[src/rtl/core/qpskcd_pkg.sv]
// Shared types and constants for the QPSK correlation demodulator.
// No dependencies.
`default_nettype none

package qpskcd_pkg;

  // Defaults for the top level parameters
  localparam int SampleWidthDef   = 16;
  localparam int MaxSamplesDef    = 64;
  localparam int CarrierPeriodDef = 10;

  // Configuration registers
  localparam int SpsW     = 7;
  localparam int PhaseW   = 3;
  localparam int CfgDataW = 7;
  localparam int CfgIdxW  = 1;

  localparam logic [SpsW-1:0]   SpsResetVal   = 7'd40;
  localparam logic [PhaseW-1:0] PhaseResetVal = 3'd1;

  typedef enum logic [CfgIdxW-1:0] {
    CfgSps   = 1'b0,
    CfgPhase = 1'b1
  } cfg_reg_e;

  // Result beat layout
  localparam int ErrTotalW   = 16;
  localparam int OutDataW    = 24;
  localparam int OutBitMsb   = 0;
  localparam int OutBitLsb   = 1;
  localparam int OutErrMsb   = 2;
  localparam int OutErrLsb   = 3;
  localparam int OutTotalLsb = 4;

  // Reference coefficients, Q14
  localparam int CoefW = 16;

  typedef struct packed {
    logic signed [CoefW-1:0] cos_v;
    logic signed [CoefW-1:0] sin_v;
  } coef_t;

  localparam longint PiQ30  = 64'sd3373259426;
  localparam longint OneQ30 = 64'sd1073741824;

endpackage

`default_nettype wire

[src/rtl/core/qpsk_correlation_demodulator_top.sv]
// Top level of the QPSK correlation demodulator: sample stream in, one
// decision beat per symbol out. Uses qpskcd_pkg and qpskcd_carrier_rom.
`default_nettype none

// Takes one sample beat per clock and returns one result beat at the end of
// each symbol (after samples_per_symbol input beats). A sample passes three
// register stages: coefficient lookup, multiply, accumulate/decide, so a
// result beat is registered in the decision stage once the symbol's last
// input beat has passed the lookup and multiply registers. The accumulate
// loop is a single feedback register, which sets the sustained rate of one
// sample per cycle when no stall holds input. A held result beat stalls
// input only once a later symbol's last sample reaches the decision stage.
// Config writes must be issued while no samples are in flight.
module qpsk_correlation_demodulator_top import qpskcd_pkg::*; #(
  parameter int SampleWidth   = SampleWidthDef,
  parameter int MaxSamples    = MaxSamplesDef,
  parameter int CarrierPeriod = CarrierPeriodDef
) (
  input  wire logic                                     clk_i,
  input  wire logic                                     rst_ni,
  // sample beats
  input  wire logic                                     s_axis_tvalid,
  output logic                                          s_axis_tready,
  // sample, ref_msb, ref_lsb (zero padded to bytes)
  input  wire logic [((SampleWidth+2+7)/8)*8-1:0]       s_axis_tdata,
  // result beats
  output logic                                          m_axis_tvalid,
  input  wire logic                                     m_axis_tready,
  // bit_msb, bit_lsb, err_msb, err_lsb, error_total[15:0], zero pad
  output logic [OutDataW-1:0]                           m_axis_tdata,
  // register writes
  input  wire logic                                     cfg_we_i,
  input  wire logic [CfgIdxW-1:0]                       cfg_idx_i,
  input  wire logic [CfgDataW-1:0]                      cfg_data_i
);

  localparam int IdxW     = $clog2(MaxSamples);
  localparam int LenW     = $clog2(MaxSamples + 1);
  localparam int CmpW     = (LenW > SpsW) ? LenW : SpsW;
  localparam int CarW     = $clog2(CarrierPeriod);
  localparam int TabDepth = 8 * CarrierPeriod;
  localparam int AngW     = $clog2(TabDepth);
  localparam int SumW     = $clog2(15 * CarrierPeriod);
  localparam int ProdW    = SampleWidth + CoefW;
  localparam int AccW     = ProdW + $clog2(MaxSamples);
  localparam int ErrSumW  = ErrTotalW + 1;

  // Configuration
  logic [SpsW-1:0]   sps_q;
  logic [PhaseW-1:0] phase_q;

  always_ff @(posedge clk_i or negedge rst_ni) begin
    if (!rst_ni) begin
      sps_q   <= SpsResetVal;
      phase_q <= PhaseResetVal;
    end else if (cfg_we_i) begin
      unique case (cfg_reg_e'(cfg_idx_i))
        CfgSps:   sps_q   <= cfg_data_i[SpsW-1:0];
        CfgPhase: phase_q <= cfg_data_i[PhaseW-1:0];
        default:  ;
      endcase
    end
  end

  // Effective symbol length: zero acts as one, clamp to MaxSamples
  logic [CmpW-1:0] len_eff;
  always_comb begin
    if (sps_q == '0) begin
      len_eff = CmpW'(1);
    end else if (CmpW'(sps_q) > CmpW'(MaxSamples)) begin
      len_eff = CmpW'(MaxSamples);
    end else begin
      len_eff = CmpW'(sps_q);
    end
  end

  // Handshake chain
  logic v1_q, v2_q, out_valid_q;
  logic last1_q, last2_q;
  logic in_fire, fire1, fire2, out_free;

  assign out_free      = !out_valid_q || m_axis_tready;
  assign fire2         = v2_q && (!last2_q || out_free);
  assign fire1         = v1_q && (!v2_q || fire2);
  assign s_axis_tready = !v1_q || fire1;
  assign in_fire       = s_axis_tvalid && s_axis_tready;

  // Symbol position counters
  logic [IdxW-1:0] sample_idx_q;
  logic [CarW-1:0] car_idx_q;
  logic [CmpW-1:0] idx_next;
  logic            last_in;

  assign idx_next = CmpW'(sample_idx_q) + CmpW'(1);
  assign last_in  = idx_next >= len_eff;

  always_ff @(posedge clk_i or negedge rst_ni) begin
    if (!rst_ni) begin
      sample_idx_q <= '0;
      car_idx_q    <= '0;
    end else if (in_fire) begin
      if (last_in) begin
        sample_idx_q <= '0;
        car_idx_q    <= '0;
      end else begin
        sample_idx_q <= idx_next[IdxW-1:0];
        car_idx_q    <= (car_idx_q == CarW'(CarrierPeriod - 1)) ? '0 : car_idx_q + CarW'(1);
      end
    end
  end

  // Reference angle in 1/(8*period) turn units, wrapped once
  logic [SumW-1:0] ang_sum;
  logic [AngW-1:0] ang_idx;
  coef_t           coef;

  assign ang_sum = (SumW'(car_idx_q) << 3) + SumW'(phase_q) * SumW'(CarrierPeriod);
  assign ang_idx = (ang_sum >= SumW'(TabDepth)) ? AngW'(ang_sum - SumW'(TabDepth))
                                                 : AngW'(ang_sum);

  qpskcd_carrier_rom #(
    .CarrierPeriod(CarrierPeriod)
  ) u_carrier_rom (
    .angle_i(ang_idx),
    .coef_o (coef)
  );

  // Stage 1: sample and coefficients
  logic signed [SampleWidth-1:0] sample1_q;
  coef_t                         coef1_q;
  logic                          refm1_q, refl1_q;

  always_ff @(posedge clk_i or negedge rst_ni) begin
    if (!rst_ni) begin
      v1_q <= 1'b0;
    end else if (s_axis_tready) begin
      v1_q <= s_axis_tvalid;
    end
  end

  always_ff @(posedge clk_i) begin
    if (in_fire) begin
      sample1_q <= s_axis_tdata[SampleWidth-1:0];
      refm1_q   <= s_axis_tdata[SampleWidth];
      refl1_q   <= s_axis_tdata[SampleWidth+1];
      last1_q   <= last_in;
      coef1_q   <= coef;
    end
  end

  // Stage 2: products
  logic signed [ProdW-1:0] pc2_q, ps2_q;
  logic                    refm2_q, refl2_q;

  always_ff @(posedge clk_i or negedge rst_ni) begin
    if (!rst_ni) begin
      v2_q <= 1'b0;
    end else if (!v2_q || fire2) begin
      v2_q <= v1_q;
    end
  end

  always_ff @(posedge clk_i) begin
    if (fire1) begin
      pc2_q   <= sample1_q * coef1_q.cos_v;
      ps2_q   <= sample1_q * coef1_q.sin_v;
      refm2_q <= refm1_q;
      refl2_q <= refl1_q;
      last2_q <= last1_q;
    end
  end

  // Stage 3: accumulate, decide on the symbol's last sample
  logic signed [AccW-1:0] acc_cos_q, acc_sin_q;
  logic signed [AccW-1:0] sum_cos, sum_sin;
  logic                   dec_msb, dec_lsb, e_msb, e_lsb;
  logic [ErrTotalW-1:0]   err_cnt_q, err_next;
  logic [ErrSumW-1:0]     err_sum;
  logic                   bm_q, bl_q, em_q, el_q;

  assign sum_cos = acc_cos_q + AccW'(pc2_q);
  assign sum_sin = acc_sin_q + AccW'(ps2_q);
  assign dec_msb = !sum_cos[AccW-1] && (sum_cos != '0);
  assign dec_lsb = !sum_sin[AccW-1] && (sum_sin != '0);
  assign e_msb   = dec_msb ^ refm2_q;
  assign e_lsb   = dec_lsb ^ refl2_q;
  assign err_sum = ErrSumW'(err_cnt_q) + ErrSumW'(e_msb) + ErrSumW'(e_lsb);
  // saturate at all ones
  assign err_next = err_sum[ErrTotalW] ? '1 : err_sum[ErrTotalW-1:0];

  always_ff @(posedge clk_i or negedge rst_ni) begin
    if (!rst_ni) begin
      acc_cos_q   <= '0;
      acc_sin_q   <= '0;
      err_cnt_q   <= '0;
      out_valid_q <= 1'b0;
    end else begin
      if (fire2) begin
        if (last2_q) begin
          acc_cos_q <= '0;
          acc_sin_q <= '0;
          err_cnt_q <= err_next;
        end else begin
          acc_cos_q <= sum_cos;
          acc_sin_q <= sum_sin;
        end
      end
      if (fire2 && last2_q) begin
        out_valid_q <= 1'b1;
      end else if (m_axis_tready) begin
        out_valid_q <= 1'b0;
      end
    end
  end

  always_ff @(posedge clk_i) begin
    if (fire2 && last2_q) begin
      bm_q <= dec_msb;
      bl_q <= dec_lsb;
      em_q <= e_msb;
      el_q <= e_lsb;
    end
  end

  assign m_axis_tvalid = out_valid_q;
  assign m_axis_tdata  = OutDataW'({err_cnt_q, el_q, em_q, bl_q, bm_q});

endmodule

`default_nettype wire

[src/rtl/core/qpskcd_carrier_rom.sv]
// Constant cosine/sine reference table over one carrier turn, built at
// elaboration from a truncated Taylor series. Uses qpskcd_pkg. Combinational read.
`default_nettype none

module qpskcd_carrier_rom import qpskcd_pkg::*; #(
  parameter int CarrierPeriod = CarrierPeriodDef
) (
  input  wire logic [$clog2(8*CarrierPeriod)-1:0] angle_i,
  output coef_t                                   coef_o
);

  localparam int TabDepth = 8 * CarrierPeriod;

  coef_t tab [TabDepth];

  // One entry per 1/(8*period) of a turn; quadrant symmetry folded in here
  for (genvar a = 0; a < TabDepth; a++) begin : g_tab
    localparam int     Quad = a / (2 * CarrierPeriod);
    localparam longint Rem  = a % (2 * CarrierPeriod);
    localparam longint XQ30 = (PiQ30 * Rem + 2 * CarrierPeriod) / (4 * CarrierPeriod);
    // Series terms in Q30, each truncated before the next one is built
    localparam longint T1  = (OneQ30 * XQ30) >>> 30;
    localparam longint T2  = ((T1 * XQ30) >>> 30) / 2;
    localparam longint T3  = ((T2 * XQ30) >>> 30) / 3;
    localparam longint T4  = ((T3 * XQ30) >>> 30) / 4;
    localparam longint T5  = ((T4 * XQ30) >>> 30) / 5;
    localparam longint T6  = ((T5 * XQ30) >>> 30) / 6;
    localparam longint T7  = ((T6 * XQ30) >>> 30) / 7;
    localparam longint T8  = ((T7 * XQ30) >>> 30) / 8;
    localparam longint T9  = ((T8 * XQ30) >>> 30) / 9;
    localparam longint T10 = ((T9 * XQ30) >>> 30) / 10;
    localparam longint T11 = ((T10 * XQ30) >>> 30) / 11;
    localparam longint T12 = ((T11 * XQ30) >>> 30) / 12;
    localparam longint T13 = ((T12 * XQ30) >>> 30) / 13;
    localparam longint T14 = ((T13 * XQ30) >>> 30) / 14;
    localparam longint T15 = ((T14 * XQ30) >>> 30) / 15;
    localparam longint CSum = OneQ30 - T2 + T4 - T6 + T8 - T10 + T12 - T14;
    localparam longint SSum = T1 - T3 + T5 - T7 + T9 - T11 + T13 - T15;
    localparam longint CPos = (CSum < 0) ? 64'sd0 : CSum;
    localparam longint SPos = (SSum < 0) ? 64'sd0 : SSum;
    localparam longint CosQ14 = (CPos + 64'sd32768) >>> 16;
    localparam longint SinQ14 = (SPos + 64'sd32768) >>> 16;
    localparam logic signed [CoefW-1:0] CosBase = CoefW'(CosQ14);
    localparam logic signed [CoefW-1:0] SinBase = CoefW'(SinQ14);
    localparam logic signed [CoefW-1:0] CosVal =
      (Quad == 0) ? CosBase :
      (Quad == 1) ? -SinBase :
      (Quad == 2) ? -CosBase : SinBase;
    localparam logic signed [CoefW-1:0] SinVal =
      (Quad == 0) ? SinBase :
      (Quad == 1) ? CosBase :
      (Quad == 2) ? -SinBase : -CosBase;
    assign tab[a] = '{cos_v: CosVal, sin_v: SinVal};
  end

  assign coef_o = tab[angle_i];

endmodule

`default_nettype wire

[config.mk]
export PLATFORM = sky130hd
export DESIGN_NAME = qpsk_correlation_demodulator_top
export DESIGN_NICKNAME = d
export VERILOG_FILES = /design/src/rtl/core/qpskcd_pkg.sv /design/src/rtl/core/qpsk_correlation_demodulator_top.sv /design/src/rtl/core/qpskcd_carrier_rom.sv
export SDC_FILE = /design/constraint.sdc
export NUM_CORES = 2
export LEC_CHECK = 0
export ABC_AREA = 0
export BUFFER_PORTS_ARGS = -buffer_cell sky130_fd_sc_hd__buf_4
export CORE_ASPECT_RATIO = 1.75
export CORE_MARGIN = 10
export CORE_UTILIZATION = 35
export CTS_CLUSTER_SIZE = 10
export DETAILED_ROUTE_END_ITERATION = 6
export PLACE_DENSITY = 0.62
export SLEW_MARGIN = 20
export SYNTH_ARGS = -nofsm -noshare
export SYNTH_HDL_FRONTEND = slang
export SYNTH_SLANG_ARGS = --single-unit
[constraint.sdc]
create_clock -name clk_i -period 6.15 [get_ports clk_i]
set_input_delay 1.23 -clock clk_i [delete_from_list [all_inputs] [get_ports clk_i]]
set_output_delay 1.23 -clock clk_i [all_outputs]
set_load 0.01 [all_outputs]
==> impl_results.md <==
* Layout filler cell count at 9544
* GRT met1 Usage at 16.4%
* Initial DRC count at 1265
* Initial antenna violation count at 2
* Critical path class: flop to flop
* Setup_tns at -1280 ps
* Crit path DAT at 6720 ps
* GR Layer Usage met2 at 29.6%
* Total gr overflow at 0
* Mapped cell area at 34200 um2
* Measured slew at the worst slew-check pin at 989 ps
* Most Used Layer, Global Route: met2
* Syn Area/Cell at 9.40 um2
* Worst Hold Path Cells at 0
* Share of the synthesized area in the top cell type at 30.9%
* Relative slew slack at 34.1%
* Dpl ws at -401 ps
* DRT Pass-1 Iters at 7
* Maximum fanout along the worst path at 11
* Post-synth EDFFs at 122
* Root Buffer: clkbuf_16
* Largest net degree at the start of global routing at 79
* Chip Height at 433 um
* Clock Sinks at 237
* Synth area leaders: fa_1 31%, edfxtp_1 11%, ha_1 9.8%
* Final core occ at 40.4%
* Grt met3 use at 1.37%
* Final GP Congestion at 0.914
* Min-delay worst type: flop to flop
* DRC viols at 0
* Core box area at 96900 um2
* Detail-routed via count per cell at 5.02
* Clock-pin slew on the worst setup and hold paths at 60 ps
* Post-route minimum period at 6380 ps
* Critical Path Start Type: flop
* PortBufs at 52
* FFs w/ async S/R, synth at 48.5%
* Num CTS Buffers at 31
* Synth unique cells at 96
* Hold Startpoint: last1_q
* Failing checks: negative setup slack
* Post-synthesis sequential area ratio at 19.2%
* Initial cell density of the core at 35.2%
* Cells after synthesis at 3632
* Status: finished, violations left
* Final HPWL DP at 68300 um
* Vias in the first global route at 27900
* CTS H-Tree Depth at 1
* Row cnt at 151
* Max-cap violations at 0
* Clock Tree Buf Depth at 3
* RSZ-0062 raised after global routing: true
* Final worst slack at -232 ps
* Crit path required time at 6490 ps
* Total GRT Usage at 15.3%
* Synth area leader: fa_1
* Period utilization at 104%
* Primary FF master, synth: edfxtp_1
* Routed WL per cell at 16.4 um
* Syn. warnings at 0
* Beginning of the critical path: sample1_q[11]
* Hold_ws at 421 ps
* Proportion of layout cells with a drive suffix above 1 at 12.6%
* CP Capture Type: flop
* F_max at 157 MHz
* Area Overhead vs Synth at 14.7%
* Via Count at 25900
* Clk Latency, worst-skew pair at 620 ps
* Layout Nets at 4658
* Antenna-violating nets left at 0
* Final hold vios at 0
* WL final at 84400 um
* Final setup fails at 10
* CTS tree: yes
* Die area at 111000 um2
* FF-to-FF path depth at 22
* Reg-to-Reg Start: sample1_q[11]
* Clock Skew at 27.6 ps
* Slew Viols, Final at 0
* I/O Pins at 63
* Die W at 256 um
* Number of synthesized register bits at 237
* First-pass GRT wire length at 140000 um
==> final cells by class <==
| cell class | count | area, um2 | area share, % |
|---|---|---|---|
| Multi-Input combinational cell | 2629 | 25000 | 63.9 |
| Tap cell | 1300 | 1630 | 4.15 |
| Timing Repair Buffer | 324 | 2690 | 6.86 |
| Clock buffer | 53 | 951 | 2.43 |
| Sequential cell | 237 | 6550 | 16.7 |
| Antenna cell | 1 | 2.50 | 0.00639 |
| Inverter | 603 | 2260 | 5.78 |
| Clock inverter | 5 | 61.3 | 0.157 |
==> cells in the mapped netlist, drive strengths merged, types with 30 or more instances <==
cell,n
fa,528
and2,257
inv,600
edfxtp,122
nor2,134
xnor2,105
a22o,40
xor2,48
nand4,32
clkbuf,142
ha,267
nor3,40
dfrtp,112
a21o,61
a21oi,145
nand3,61
nand2b,30
nand2,418
o21ai,148
==> cell families after synthesis <==
| kind of cell | after synthesis | synth area share, % |
|---|---|---|
| adders and majority gates | 795 | 40.7 |
| xor gates and xnor gates | 153 | 3.92 |
| DFF | 237 | 19.2 |
| and+or+nand+nor | 1065 | 15.4 |
| buffers and inverters | 769 | 8.63 |
| muxes | 18 | 0.571 |
| AOI/OAI and AO/OA | 594 | 11.6 |
| other | 1 | 0.0110 |
==> cells in the final DEF (no fill, tap or decap), drive strengths merged, types with 8 or more instances in the layout <==
master	n
o21bai	19
nand2b	30
nor2	134
nand4	32
o21a	16
a221oi	8
dfrtp	112
o211ai	18
a21oi	145
buf	324
a211oi	20
xor2	48
xnor2	105
or2	8
and3	26
fa	528
a31oi	24
nand3	61
a22o	40
a21boi	8
nor2b	16
o21ai	148
inv	603
o31ai	11
ha	267
nand2	418
edfxtp	122
mux2	12
and2	257
a21o	61
clkbuf	53
nor3	40
or3	14
==> worst max-delay path, cell delays in order (launching register included) <==
cell	delay [ps]
edfxtp_1	410
buf_12	180
and2_4	150
fa_1	530
inv_1	50
fa_1	460
fa_1	550
inv_1	70
fa_1	510
fa_1	500
inv_1	50
fa_1	470
inv_1	40
ha_1	280
a21o_1	170
a21oi_1	150
nor2b_1	80
o211ai_1	280
a221oi_2	110
or4_4	450
a31oi_4	230
nor4bb_1	80
a311o_1	320
==> routing by layer <==
metal / wire length (um) / share of wire [%] / up-vias
met1: 31800 / 38 / 13000
met2: 45900 / 54 / 534
met3: 2840 / 3.4 / 185
met4: 3760 / 4.5 / 2
met5: 20 / 0.024 / -
li1: - / - / 12100
==> sequential cells by signal, indices dropped and copies added, names as in the netlist, 3 cells and up <==
name / cells
sample_idx_q: 6
phase_q: 3
sps_q: 7
acc_cos_q: 38
pc2_q: 32
car_idx_q: 4
ps2_q: 32
sample1_q: 16
err_cnt_q: 16
acc_sin_q: 38
coef1_q: 32
==> timing repair <==
| action | 4_1_cts | 5_1_grt |
|---|---|---|
| endpoints found under the setup margin | 14 | 20 |
| hold buffers | 0 | 0 |
| resized for setup | 28 | 40 |
| pin swaps | 9 | 17 |
| setup buffers | 11 | 5 |
==> final timing paths <==
kind / end / slack, ps
hold / removal: last2_q / 420
min in group asynchronous: car_idx_q[3] / 620
max in group asynchronous: acc_cos_q[35] / 4580
setup reg to reg: pc2_q[28] / -230
hold reg to reg: last2_q / 420
setup / recovery: pc2_q[28] / -230
==> metrics by stage <==
stage / cell area [um2] / cells
5_1_grt: 39200 / 5152
6_report: 39200 / 5152
4_1_cts: 38900 / 5146
3_3_place_gp: 37700 / 5077
2_1_floorplan: 34300 / 3635
3_5_place_dp: 37700 / 5077
Power is left out: the tool's default activity adds up to more than one toggle a clock period on the data nets, which glitch-free logic cannot reach.
